$ cat config.mk
export PLATFORM = sky130hd
export DESIGN_NAME = frame_byte_deobfuscator_core
export DESIGN_NICKNAME = d
export VERILOG_FILES = /design/src/fbd_pkg.sv /design/src/fbd_mod_unit.sv /design/src/frame_byte_deobfuscator_core.sv
export SDC_FILE = /design/constraint.sdc
export NUM_CORES = 1
export LEC_CHECK = 0
export BUFFER_PORTS_ARGS = -buffer_cell sky130_fd_sc_hd__buf_2
export CAP_MARGIN = 20
export CELL_PAD_IN_SITES_DETAIL_PLACEMENT = 2
export CELL_PAD_IN_SITES_GLOBAL_PLACEMENT = 2
export CORE_ASPECT_RATIO = 0.7
export CORE_MARGIN = 2
export CORE_UTILIZATION = 39
export DETAILED_ROUTE_END_ITERATION = 10
export GPL_ROUTABILITY_DRIVEN = 1
export PLACE_DENSITY = 0.92
export SYNTH_ARGS = -nofsm -noshare
export SYNTH_HDL_FRONTEND = slang
export SYNTH_SLANG_ARGS = --single-unit
$ cat constraint.sdc
create_clock -name clk -period 5.3 [get_ports clk]
set_input_delay 0.265 -clock clk [delete_from_list [all_inputs] [get_ports clk]]
set_output_delay 0.265 -clock clk [all_outputs]
set_load 0.05 [all_outputs]
$ cat src/fbd_pkg.sv
`timescale 1ns / 1ps
// ----------------------------------------------------------------------------
// fbd_pkg
// Shared types, codes and constants of the frame byte deobfuscator.
// ----------------------------------------------------------------------------
package fbd_pkg;

  localparam int MAX_FRAME_BYTES_DEF = 64 << 10;

  localparam int NUM_W = 8;
  localparam int DEN_W = 4;
  localparam int CFG_IDX_W = 2;
  localparam int CFG_DATA_W = 31;

  localparam logic [CFG_IDX_W-1:0] REG_TWIRL_DIVISOR = 2'd0;
  localparam logic [CFG_IDX_W-1:0] REG_SHORT_LENGTHS = 2'd1;
  localparam logic [CFG_IDX_W-1:0] REG_HAS_CHECKSUM = 2'd2;
  localparam logic [CFG_IDX_W-1:0] REG_FRAME_TOTAL = 2'd3;

  localparam logic [1:0] ST_PAYLOAD = 2'd0;
  localparam logic [1:0] ST_EMPTY = 2'd1;
  localparam logic [1:0] ST_LEN_ERROR = 2'd2;

  localparam logic [7:0] KEY_STEP = 8'd33;
  localparam logic [7:0] KEY_BIAS = 8'd2;
  localparam logic [1:0] LAST_IDX_SHORT = 2'd1;
  localparam logic [1:0] LAST_IDX_LONG = 2'd3;

  typedef enum logic [3:0] {
    PH_LENGTH   = 4'b0001,
    PH_STAMP    = 4'b0010,
    PH_PAYLOAD  = 4'b0100,
    PH_CHECKSUM = 4'b1000
  } phase_t;

  typedef enum logic [2:0] {
    CT_IDLE = 3'b001,
    CT_CALC = 3'b010,
    CT_EMIT = 3'b100
  } ctl_t;

  typedef struct packed {
    logic             start;
    logic [NUM_W-1:0] num;
    logic [DEN_W-1:0] den;
  } mod_req_t;

  typedef struct packed {
    logic             done;
    logic [DEN_W-1:0] rem;
  } mod_rsp_t;

endpackage

$ cat src/fbd_mod_unit.sv
`timescale 1ns / 1ps
// ----------------------------------------------------------------------------
// fbd_mod_unit
// Restoring remainder unit: one numerator bit per cycle, 8-bit by 4-bit.
// ----------------------------------------------------------------------------
module fbd_mod_unit (
  input  logic              clk,
  input  logic              rst,
  input  fbd_pkg::mod_req_t req,
  output fbd_pkg::mod_rsp_t rsp
);

  localparam int CNT_W = $clog2(fbd_pkg::NUM_W);
  localparam logic [CNT_W-1:0] CNT_LAST = CNT_W'(fbd_pkg::NUM_W - 1);

  logic                       busy;
  logic                       done;
  logic [CNT_W-1:0]           cnt;
  logic [fbd_pkg::NUM_W-1:0]  num_sh;
  logic [fbd_pkg::DEN_W-1:0]  den_q;
  logic [fbd_pkg::DEN_W-1:0]  rem;
  logic [fbd_pkg::DEN_W:0]    trial;
  logic [fbd_pkg::DEN_W:0]    diff;
  logic                       fits;

  assign trial = {rem, num_sh[fbd_pkg::NUM_W-1]};
  assign fits  = trial >= {1'b0, den_q};
  assign diff  = trial - {1'b0, den_q};

  always_ff @(posedge clk) begin
    if (rst) begin
      busy <= 1'b0;
      done <= 1'b0;
      cnt  <= '0;
    end else begin
      done <= 1'b0;
      if (req.start) begin
        busy <= 1'b1;
        cnt  <= '0;
      end else if (busy) begin
        cnt <= cnt + 1'b1;
        if (cnt == CNT_LAST) begin
          busy <= 1'b0;
          done <= 1'b1;
        end
      end
    end
  end

  always_ff @(posedge clk) begin
    if (req.start) begin
      num_sh <= req.num;
      den_q  <= req.den;
      rem    <= '0;
    end else if (busy) begin
      num_sh <= num_sh << 1;
      rem    <= fits ? diff[fbd_pkg::DEN_W-1:0] : trial[fbd_pkg::DEN_W-1:0];
    end
  end

  assign rsp.done = done;
  assign rsp.rem  = rem;

endmodule

$ cat src/frame_byte_deobfuscator_core.sv
`timescale 1ns / 1ps
// ----------------------------------------------------------------------------
// frame_byte_deobfuscator_core
// Frame parser and payload byte deobfuscator over a recording body stream.
// ----------------------------------------------------------------------------
// Header, timestamp and checksum bytes are taken in the idle state; a length
// error or an empty-frame marker goes to the emit state, which loads the output
// register once it is free. Payload bytes with a zero or power-of-two divisor
// go straight to emit; others wait in calc for the 8-step remainder unit.
// A result may wait in the output register while the next request enters.
// Synchronous reset returns the parser to the length field and clears errors.
// ----------------------------------------------------------------------------
module frame_byte_deobfuscator_core #(
  parameter int MAX_FRAME_BYTES = fbd_pkg::MAX_FRAME_BYTES_DEF
) (
  input  logic                             clk,
  input  logic                             rst,
  input  logic                             cfg_write,
  input  logic [fbd_pkg::CFG_IDX_W-1:0]    cfg_index,
  input  logic [fbd_pkg::CFG_DATA_W-1:0]   cfg_data,
  input  logic                             in_valid,
  output logic                             in_stall,
  input  logic [7:0]                       body_byte,
  output logic                             out_valid,
  input  logic                             out_stall,
  output logic [7:0]                       plain_byte,
  output logic [31:0]                      frame_time,
  output logic                             frame_end,
  output logic                             recording_end,
  output logic [1:0]                       status
);

  localparam int BL_W = $clog2(MAX_FRAME_BYTES + 1);

  fbd_pkg::ctl_t    ctl;
  fbd_pkg::phase_t  phase;

  logic [3:0]       twirl_divisor;
  logic             short_lengths;
  logic             has_checksum;
  logic [30:0]      frame_total;

  logic [1:0]       field_idx;
  logic [31:0]      frame_length;
  logic [31:0]      frame_stamp;
  logic [BL_W-1:0]  bytes_left;
  logic [7:0]       key_byte;
  logic [30:0]      frames_done;
  logic             error_seen;

  logic [7:0]       pend_plain;
  logic [7:0]       pend_in;
  logic [7:0]       pend_key;
  logic [3:0]       pend_div;
  logic [31:0]      pend_time;
  logic             pend_fe;
  logic             pend_re;
  logic [1:0]       pend_status;

  logic             accept;
  logic             out_free;
  logic [31:0]      len_acc;
  logic [31:0]      stamp_acc;
  logic             body_done;
  logic [1:0]       last_idx;
  logic             last_frame;
  logic             div_pow2;
  logic             needs_mod;
  logic [7:0]       mod_num;
  logic             pay_fe;

  fbd_pkg::mod_req_t mod_req;
  fbd_pkg::mod_rsp_t mod_rsp;

  function automatic logic [7:0] untwirl(input logic [7:0] in_b, input logic [7:0] a,
                                         input logic [3:0] d, input logic [3:0] b);
    logic [3:0] corr;
    corr = (b != 4'd0) ? (d - b) : 4'd0;
    return in_b - a - {4'd0, corr};
  endfunction

  assign accept     = in_valid && !in_stall;
  assign in_stall   = ctl != fbd_pkg::CT_IDLE;
  assign out_free   = !out_valid || !out_stall;
  assign len_acc    = ((field_idx == 2'd0) ? 32'd0 : frame_length)
                      | ({24'd0, body_byte} << {field_idx, 3'b000});
  assign stamp_acc  = ((field_idx == 2'd0) ? 32'd0 : frame_stamp)
                      | ({24'd0, body_byte} << {field_idx, 3'b000});
  assign body_done  = frames_done >= frame_total;
  assign last_idx   = short_lengths ? fbd_pkg::LAST_IDX_SHORT : fbd_pkg::LAST_IDX_LONG;
  assign last_frame = (frames_done + 31'd1) == frame_total;
  assign div_pow2   = (twirl_divisor & (twirl_divisor - 4'd1)) == 4'd0;
  assign needs_mod  = (twirl_divisor != 4'd0) && !div_pow2;
  assign mod_num    = key_byte - {7'd0, key_byte[7]};
  assign pay_fe     = bytes_left == BL_W'(1);

  assign mod_req.start = accept && !error_seen && (phase == fbd_pkg::PH_PAYLOAD) && needs_mod;
  assign mod_req.num   = mod_num;
  assign mod_req.den   = twirl_divisor;

  fbd_mod_unit u_mod (
    .clk (clk),
    .rst (rst),
    .req (mod_req),
    .rsp (mod_rsp)
  );

  // configuration registers
  always_ff @(posedge clk) begin
    if (rst) begin
      twirl_divisor <= '0;
      short_lengths <= 1'b0;
      has_checksum  <= 1'b0;
      frame_total   <= 31'd1;
    end else if (cfg_write) begin
      unique case (cfg_index)
        fbd_pkg::REG_TWIRL_DIVISOR: twirl_divisor <= cfg_data[3:0];
        fbd_pkg::REG_SHORT_LENGTHS: short_lengths <= cfg_data[0];
        fbd_pkg::REG_HAS_CHECKSUM:  has_checksum  <= cfg_data[0];
        fbd_pkg::REG_FRAME_TOTAL:   frame_total   <= cfg_data;
        default: ;
      endcase
    end
  end

  // frame parser and sequencer
  always_ff @(posedge clk) begin
    if (rst) begin
      ctl          <= fbd_pkg::CT_IDLE;
      phase        <= fbd_pkg::PH_LENGTH;
      field_idx    <= '0;
      frame_length <= '0;
      frame_stamp  <= '0;
      bytes_left   <= '0;
      key_byte     <= '0;
      frames_done  <= '0;
      error_seen   <= 1'b0;
    end else begin
      unique case (ctl)
        fbd_pkg::CT_IDLE: begin
          if (accept && !error_seen) begin
            unique case (phase)
              fbd_pkg::PH_LENGTH: begin
                if (!body_done) begin
                  frame_length <= len_acc;
                  if (field_idx >= last_idx) begin
                    field_idx <= '0;
                    if (len_acc > 32'(MAX_FRAME_BYTES)) begin
                      error_seen <= 1'b1;
                      ctl        <= fbd_pkg::CT_EMIT;
                    end else begin
                      phase <= fbd_pkg::PH_STAMP;
                    end
                  end else begin
                    field_idx <= field_idx + 2'd1;
                  end
                end
              end
              fbd_pkg::PH_STAMP: begin
                frame_stamp <= stamp_acc;
                if (field_idx != 2'd3) begin
                  field_idx <= field_idx + 2'd1;
                end else begin
                  field_idx  <= '0;
                  key_byte   <= frame_length[7:0] + stamp_acc[7:0] + fbd_pkg::KEY_BIAS;
                  bytes_left <= frame_length[BL_W-1:0];
                  if (frame_length == 32'd0) begin
                    ctl <= fbd_pkg::CT_EMIT;
                    if (has_checksum) begin
                      phase <= fbd_pkg::PH_CHECKSUM;
                    end else begin
                      phase       <= fbd_pkg::PH_LENGTH;
                      frames_done <= frames_done + 31'd1;
                    end
                  end else begin
                    phase <= fbd_pkg::PH_PAYLOAD;
                  end
                end
              end
              fbd_pkg::PH_PAYLOAD: begin
                key_byte   <= key_byte + fbd_pkg::KEY_STEP;
                bytes_left <= bytes_left - BL_W'(1);
                ctl        <= needs_mod ? fbd_pkg::CT_CALC : fbd_pkg::CT_EMIT;
                if (pay_fe) begin
                  field_idx <= '0;
                  if (has_checksum) begin
                    phase <= fbd_pkg::PH_CHECKSUM;
                  end else begin
                    phase       <= fbd_pkg::PH_LENGTH;
                    frames_done <= frames_done + 31'd1;
                  end
                end
              end
              fbd_pkg::PH_CHECKSUM: begin
                if (field_idx != 2'd3) begin
                  field_idx <= field_idx + 2'd1;
                end else begin
                  field_idx   <= '0;
                  phase       <= fbd_pkg::PH_LENGTH;
                  frames_done <= frames_done + 31'd1;
                end
              end
              default: ;
            endcase
          end
        end
        fbd_pkg::CT_CALC: begin
          if (mod_rsp.done) begin
            ctl <= fbd_pkg::CT_EMIT;
          end
        end
        fbd_pkg::CT_EMIT: begin
          if (out_free) begin
            ctl <= fbd_pkg::CT_IDLE;
          end
        end
        default: ctl <= fbd_pkg::CT_IDLE;
      endcase
    end
  end

  // pending result
  always_ff @(posedge clk) begin
    if (ctl == fbd_pkg::CT_IDLE && accept && !error_seen) begin
      pend_in  <= body_byte;
      pend_key <= key_byte;
      pend_div <= twirl_divisor;
      unique case (phase)
        fbd_pkg::PH_LENGTH: begin
          pend_plain  <= 8'd0;
          pend_time   <= 32'd0;
          pend_fe     <= 1'b0;
          pend_re     <= 1'b0;
          pend_status <= fbd_pkg::ST_LEN_ERROR;
        end
        fbd_pkg::PH_PAYLOAD: begin
          if (twirl_divisor == 4'd0) begin
            pend_plain <= body_byte;
          end else begin
            pend_plain <= untwirl(body_byte, key_byte, twirl_divisor,
                                  key_byte[3:0] & (twirl_divisor - 4'd1));
          end
          pend_time   <= frame_stamp;
          pend_fe     <= pay_fe;
          pend_re     <= pay_fe && last_frame;
          pend_status <= fbd_pkg::ST_PAYLOAD;
        end
        default: begin
          pend_plain  <= 8'd0;
          pend_time   <= stamp_acc;
          pend_fe     <= 1'b1;
          pend_re     <= last_frame;
          pend_status <= fbd_pkg::ST_EMPTY;
        end
      endcase
    end else if (ctl == fbd_pkg::CT_CALC && mod_rsp.done) begin
      pend_plain <= untwirl(pend_in, pend_key, pend_div, mod_rsp.rem);
    end
  end

  // output register
  always_ff @(posedge clk) begin
    if (rst) begin
      out_valid <= 1'b0;
    end else if (ctl == fbd_pkg::CT_EMIT && out_free) begin
      out_valid <= 1'b1;
    end else if (!out_stall) begin
      out_valid <= 1'b0;
    end
  end

  always_ff @(posedge clk) begin
    if (ctl == fbd_pkg::CT_EMIT && out_free) begin
      plain_byte    <= pend_plain;
      frame_time    <= pend_time;
      frame_end     <= pend_fe;
      recording_end <= pend_re;
      status        <= pend_status;
    end
  end

  a_done_in_calc: assert property (@(posedge clk) disable iff (rst)
    mod_rsp.done |-> ctl == fbd_pkg::CT_CALC)
    else $error("remainder done outside calc");

  a_error_emits: assert property (@(posedge clk) disable iff (rst)
    $rose(error_seen) |-> ctl == fbd_pkg::CT_EMIT)
    else $error("length error without result");

  a_no_calc_after_error: assert property (@(posedge clk) disable iff (rst)
    error_seen && $past(error_seen) |-> ctl != fbd_pkg::CT_CALC)
    else $error("work after length error");

  a_payload_left: assert property (@(posedge clk) disable iff (rst)
    phase == fbd_pkg::PH_PAYLOAD |-> bytes_left != '0)
    else $error("payload phase with no bytes left");

  a_error_result_shape: assert property (@(posedge clk) disable iff (rst)
    out_valid && status == fbd_pkg::ST_LEN_ERROR |-> !frame_end && !recording_end)
    else $error("error result marked as frame end");

endmodule

After elaboration in Yosys (flattened, before gate mapping)
Index checks and enable logic that the tools add are counted.
{"block": "classes", "add_sub_neg": 16, "order_cmp": 4, "n_eq_ne": 32, "shift": 1, "n_mux": 57, "bitwise_logic": 6, "n_reduce_logical": 45}
{"op": "two-way mux 31 bit", "n": 5}
{"op": "case mux 31 bit (3 select lines)", "n": 1}
{"op": "two-way mux 32 bit", "n": 2}
{"op": "OR 32 bit", "n": 2}
{"op": "case mux 32 bit (2 select lines)", "n": 1}
{"op": "two-way mux 8 bit", "n": 7}
{"op": "two-way mux 4 bit", "n": 11}
{"op": "case mux 17 bit (2 select lines)", "n": 1}
{"op": "> comparator 32 x 17 -> 1 bit, second input constant", "n": 1}
{"op": "zero test 32 bit", "n": 1}
{"op": "<< shifter 8 x 5 -> 32 bit", "n": 1}
{"op": "adder 31 x 1 -> 31 bit, second input constant", "n": 1}
{"op": "== test 31 bit", "n": 1}
{"op": ">= comparator 31 bit", "n": 1}
{"op": "two-way mux 3 bit", "n": 9}
{"op": "!= test 2 bit, second input constant", "n": 10}
{"op": "case mux 3 bit (3 select lines)", "n": 2}
{"op": "AND reduction 9 bit", "n": 2}
{"op": "== test 17 x 1 -> 1 bit, second input constant", "n": 1}
{"op": "two-way mux 17 bit", "n": 1}
{"op": "subtractor 17 x 1 -> 17 bit, second input constant", "n": 1}
{"op": "case mux 4 bit (4 select lines)", "n": 1}
{"op": "case mux 8 bit (2 select lines)", "n": 1}
{"op": "nonzero test 4 bit", "n": 4}
{"op": "other kinds (47)", "n": 93}
{"block": "word_totals", "register_bits": 297, "input_bits": 46, "wordCells": 194}

Depth between registers and ports, before layout
{"block": "logic_depth", "depth_word": 10, "mapped_depth": 18, "mapped_depth_nobuf": 18}

Cells and area by module
From an unflattened synthesis, not the netlist that was laid out.
{"block": "hier_totals", "hier_cells": 1671, "area_unflattened_um2": 15592.5}
{"mod": "frame_byte_deobfuscator_core", "instances": 1, "cells_each": 1577, "area_each_um2": 14517.7}
{"mod": "fbd_mod_unit", "instances": 1, "cells_each": 94, "area_each_um2": 1074.8}

Worst setup path after synthesis
Ideal clock, no wire load.
{"block": "synth_timing", "path_type": "register -> register", "from": "register twirl_divisor[1]", "to": "register pend_plain[7], data pin", "arrival_time_ns": 3.464, "required_ns": 4.945, "slack_ns": 1.481, "stages_incl_launch_ff": 19, "path_buffers": 0, "period_less_slack_ns": 3.819, "path_cell_list": "dfxtp_1 -> inv_1 -> ha_1 -> nor2_1 -> inv_1 -> ha_1 -> a21oi_1 -> nor2b_1 -> o221ai_1 -> xnor2_1 -> nand2_1 -> fa_1 -> ha_1 -> nand3_1 -> a21oi_1 -> or3_1 -> nand3_1 -> xnor2_1 -> o22ai_1"}
{"block": "synth_between", "elab_chain_len": 8, "word_cells_on_any_way": 10, "cone_classes": "3 x add/sub; 4 x mux; 1 x bitwise; 2 x reduce/logical"}
{"item": "start, declared", "line": "frame_byte_deobfuscator_core.sv:38", "rtl": "logic [3:0] twirl_divisor;"}
{"item": "start signal, assigned", "line": "frame_byte_deobfuscator_core.sv:117", "rtl": "fbd_pkg::REG_TWIRL_DIVISOR: twirl_divisor <= cfg_data[3:0];"}
{"item": "subtractor 4 x 1 -> 4 bit", "line": "frame_byte_deobfuscator_core.sv:241", "rtl": "key_byte[3:0] & (twirl_divisor - 4'd1));"}
{"item": "bitwise AND 4 bit", "line": "frame_byte_deobfuscator_core.sv:241"}
{"item": "subtractor 4 bit / nonzero test 4 bit (equally long branches)", "line": "frame_byte_deobfuscator_core.sv:78", "rtl": "corr = (b != 4'd0) ? (d - b) : 4'd0;"}
{"item": "two-way mux 4 bit", "line": "frame_byte_deobfuscator_core.sv:78"}
{"item": "subtractor 8 x 4 -> 8 bit", "line": "frame_byte_deobfuscator_core.sv:79", "rtl": "return in_b - a - {4'd0, corr};"}
{"item": "two-way mux 8 bit (*)", "line": "frame_byte_deobfuscator_core.sv:237", "rtl": "if (twirl_divisor == 4'd0) begin"}
{"item": "two-way mux 8 bit (*)", "line": "frame_byte_deobfuscator_core.sv:228", "rtl": "unique case (phase)"}
{"item": "two-way mux 8 bit (*)", "line": "frame_byte_deobfuscator_core.sv:224", "rtl": "if (ctl == fbd_pkg::CT_IDLE && accept && !error_seen) begin"}
{"item": "end signal, assigned", "line": "frame_byte_deobfuscator_core.sv:238", "rtl": "pend_plain <= body_byte;"}
{"item": "end signal, assigned", "line": "frame_byte_deobfuscator_core.sv:240", "rtl": "pend_plain <= untwirl(body_byte, key_byte, twirl_divisor,"}
{"item": "end signal, assigned", "line": "frame_byte_deobfuscator_core.sv:257", "rtl": "pend_plain <= untwirl(pend_in, pend_key, pend_div, mod_rsp.rem);"}
{"item": "end, declared", "line": "frame_byte_deobfuscator_core.sv:51", "rtl": "logic [7:0] pend_plain;"}
Every way passes the cells marked *; elsewhere a longest branch is shown, timed or not.
A chain may end at the register's enable or synchronous reset.

Worst setup path after layout
{"block": "layout_timing", "from": "register twirl_divisor[0]", "to": "register pend_plain[6], data pin"}
Same word-level chain as after synthesis.

==> results.cfg <==
[synth]
yosys.area_share.adder_pct = 8.788
synth-edff-count = 120
synthDistinctLibCells = 87
ys_top_cells_by_area = edfxtp_1, dfxtp_1, ha_1
synth_largest_area_cell = edfxtp_1
synth_compound_area_share_pct = 15.88
synth_top_family_by_area = simple AND/OR/NAND/NOR gates
synth_top_area_share_pct = 22.76
synthFlopType = dfxtp_1
synth.area.mux_share_pct = 1.209
async_reset_ff_share_pct = 0
yosys.area_share.simple_pct = 17.61
syn_area_um2 = 15830
syn_inst = 1678
yosysSeqAreaShare_pct = 45.14
syn_avg_cell_area_um2 = 9.435
synth-xor-area-share_pct = 6.030
synth_nets = 1828
ys_seq_elements = 297
synth.yosys.warnings = 0

[grt]
grt_max_degree = 51
overflow = 0
grtUsageTotal_pct = 31.05
antenna_found_initial = 2
grt_first_pass_wirelength_mm = 101.1
grt_pass1_vias = 15970

[sta]
drv_slew = 0
hold_viol = 0
rsz0062_at_grt = no
setup_violations = 0
worst_pin_slew_ps = 1085
tns_ps = 0
period_share_pct = 95.77
timing.fmax_mhz = 197.0
slew_headroom_pct = 27.08
period_needed_ps = 5076
skew_ps = 27.08

[clocking]
clk_pin_slew_worst_paths_ps = 70
root_buffer = clkbuf_16
cts_sinks = 297
clk_path_buf_depth = 3
htree_levels = 1
cts_buffers = 31
clock_latency_ps = 630
cts_resized = 0
tritoncts = yes

[final_layout]
nNetsFinal = 1911
drive_gt1_share_pct = 10.81
fill_cells = 4190
areaGrowthSynthToFinish_pct = 14.55
final_area_um2 = 18140
seqCellArea_um2 = 7147
multi_input_area_um2 = 7883
fin_util_pct = 45.52

[worst_setup_path]
cpPeakStageDelay_ps = 470
path_cells = inv_1 -> ha_1 -> nor2_1 -> inv_1 -> ha_1 -> a21oi_1 -> nor2b_1 -> o221ai_1 -> xnor2_1 -> nand2_1 -> fa_1 -> ha_1 -> o21ai_0 -> a21boi_0 -> o21ai_0 -> a21oi_1 -> a31o_2 -> o32ai_1
start_kind = register
worstPathArrival_ps = 5500
worst-path-max-fanout = 6
crit_type = register to register
cp.required_ps = 5730
cp-end-kind = register
critPathMostFrequentCell = ha_1
critPathSlowestCell = dfxtp_1

[pwr]
power_density_nw_per_um2 = 304.4
ir_drop_mv = 0.2843
p_leak_nw = 6.935
power_mw = 5.521

[detailed_routing]
finalWirelength_mm = 65.95
vias = 14310
wl_per_cell_um = 28.40
firstDrtPassIters = 5
drt_iter0_markers = 1446
viasPerCell = 6.162
ant_nets = 0
drcViolationCount = 0

[job]
drv_cap = 0

[place]
gp_congestion = 0.8539
port-buffer-count = 91
dp_hpwl_mm = 38.75
dpl_cell_area_um2 = 16740

[floorplanning]
dieHeight_um = 172.6
rows = 61
fp.dieW_um = 244.8
die_area_um2 = 42250
coreArea_um2 = 39840
ios = 92
start_util_pct = 39.74

[min_path]
hold_path.class = input pin to register

[status]
status = complete, no violations
==> final cells by class <==
| cell class | instances | share of cell area, % |
|---|---|---|
| clock inverter | 21 | 1.325 |
| multi-input combinational | 1172 | 43.46 |
| clock buffer | 37 | 4.402 |
| sequential | 297 | 39.41 |
| tap | 535 | 3.691 |
| inverter | 113 | 2.346 |
| timing repair buffer | 146 | 5.354 |
| antenna | 1 | 0.01380 |
==> what timing repair did <==
| item | in CTS | in global routing |
|---|---|---|
| endpoints found under the hold margin | 36 | 0 |
| hold buffers | 32 | 0 |
| buffers inserted | 0 | 0 |
==> through the flow <==
stage          setup slack (ps)  cells  hold slack [ps]
2_1_floorplan              1481   1678            363.9
3_3_place_gp               1099   2229            400.8
3_5_place_dp              696.2   2229            405.2
4_1_cts                   415.1   2319            56.09
5_1_grt                   112.0   2322            109.1
6_report                  224.4   2322            69.70
==> metal layers <==
metal | share of wire [%] | wire length (um) | global-route usage (%) | up-vias
met1 | 40 | 26670 | 38.53 | 7248
met3 | 7.0 | 4601 | 6.363 | 227
met4 | 4.7 | 3131 | 14.25 | 0
met5 | 0 | 0 | 0 | -
met2 | 48 | 31540 | 51.91 | 685
li1 | - | - | - | 6149
==> report_power, final <==
| part | internal (mW) | switching [mW] | total (mW) |
|---|---|---|---|
| Clock | 1.32 | 1.04 | 2.36 |
| Combinational | 0.219 | 0.449 | 0.667 |
| Sequential | 2.43 | 0.0602 | 2.49 |
| Total | 3.97 | 1.55 | 5.52 |
==> cells in the mapped netlist (8+ instances only) <==
library cell / n
dfxtp_1: 177
nor2_1: 171
nand2_1: 168
edfxtp_1: 120
a21oi_1: 118
inv_1: 109
ha_1: 92
clkbuf_1: 64
xnor2_1: 61
o21ai_0: 54
xor2_1: 48
nand3_1: 44
a32o_1: 34
nor2b_1: 26
nor3_1: 24
nand4_1: 23
a22o_1: 21
buf_2: 21
nand2b_1: 20
a32oi_1: 19
a22oi_1: 18
mux2i_1: 18
and3_1: 17
nor4_1: 17
a211oi_1: 15
o22ai_1: 15
o21ai_1: 13
fa_1: 12
a21o_1: 8
and2_1: 8
nor3b_1: 8
==> final timing paths <==
check | startpoint | to | slack, ps | cells past startpoint
max reg2reg | twirl_divisor[0]$_SDFFE_PP0P_ | pend_plain[6]$_DFFE_PP_ | 220 | 18
max | twirl_divisor[0]$_SDFFE_PP0P_ | pend_plain[6]$_DFFE_PP_ | 220 | 18
min | cfg_index[0] | has_checksum$_SDFFE_PP0P_ | 70 | 4
min reg2reg | pend_time[9]$_DFFE_PP_ | frame_time[9]$_DFFE_PP_ | 420 | 0
==> flip-flops by register name, summed over array words and instances, names as in the netlist, 3 cells and up <==
| signal | cells |
|---|---|
| plain_byte | 8 |
| key_byte | 8 |
| frames_done | 31 |
| ctl | 3 |
| frame_stamp | 32 |
| pend_in | 8 |
| u_mod.den_q | 4 |
| pend_div | 4 |
| frame_length | 32 |
| u_mod.rem | 4 |
| bytes_left | 17 |
| u_mod.num_sh | 8 |
| pend_key | 8 |
| phase | 4 |
| u_mod.cnt | 3 |
| frame_time | 32 |
| pend_time | 32 |
| pend_plain | 8 |
| twirl_divisor | 4 |
| frame_total | 31 |
==> critical path, delay by kind of cell (launching register included) <==
family / cells / cell delay, ps
AO/OA/AOI/OAI: 8 / 1910
XOR/XNOR: 1 / 220
flip-flops: 1 / 470
adder cells (fa/ha/maj): 4 / 1460
buffers and inverters: 2 / 280
AND/OR/NAND/NOR: 3 / 530
==> logic make-up (layout without fill, tap and decap cells) <==
kind of cell | after synthesis | in the layout
simple gates | 572 | 572
compound gates | 368 | 368
flops | 297 | 297
buf+inv | 209 | 317
xor+xnor | 109 | 109
fa+ha+maj | 104 | 104
mux | 19 | 19
other cells | 0 | 1
==> layout by cell type (no fill, tap or decap), types with 53 or more instances in the layout <==
cell type | synthesis | final
nand2_1 | 168 | 168
buf_2 | 21 | 90
dfxtp_1 | 177 | 177
nor2_1 | 171 | 170
edfxtp_1 | 120 | 120
a21oi_1 | 118 | 116
inv_1 | 109 | 109
xnor2_1 | 61 | 61
ha_1 | 92 | 92
o21ai_0 | 54 | 53
Power figures use the tool's default switching activity.
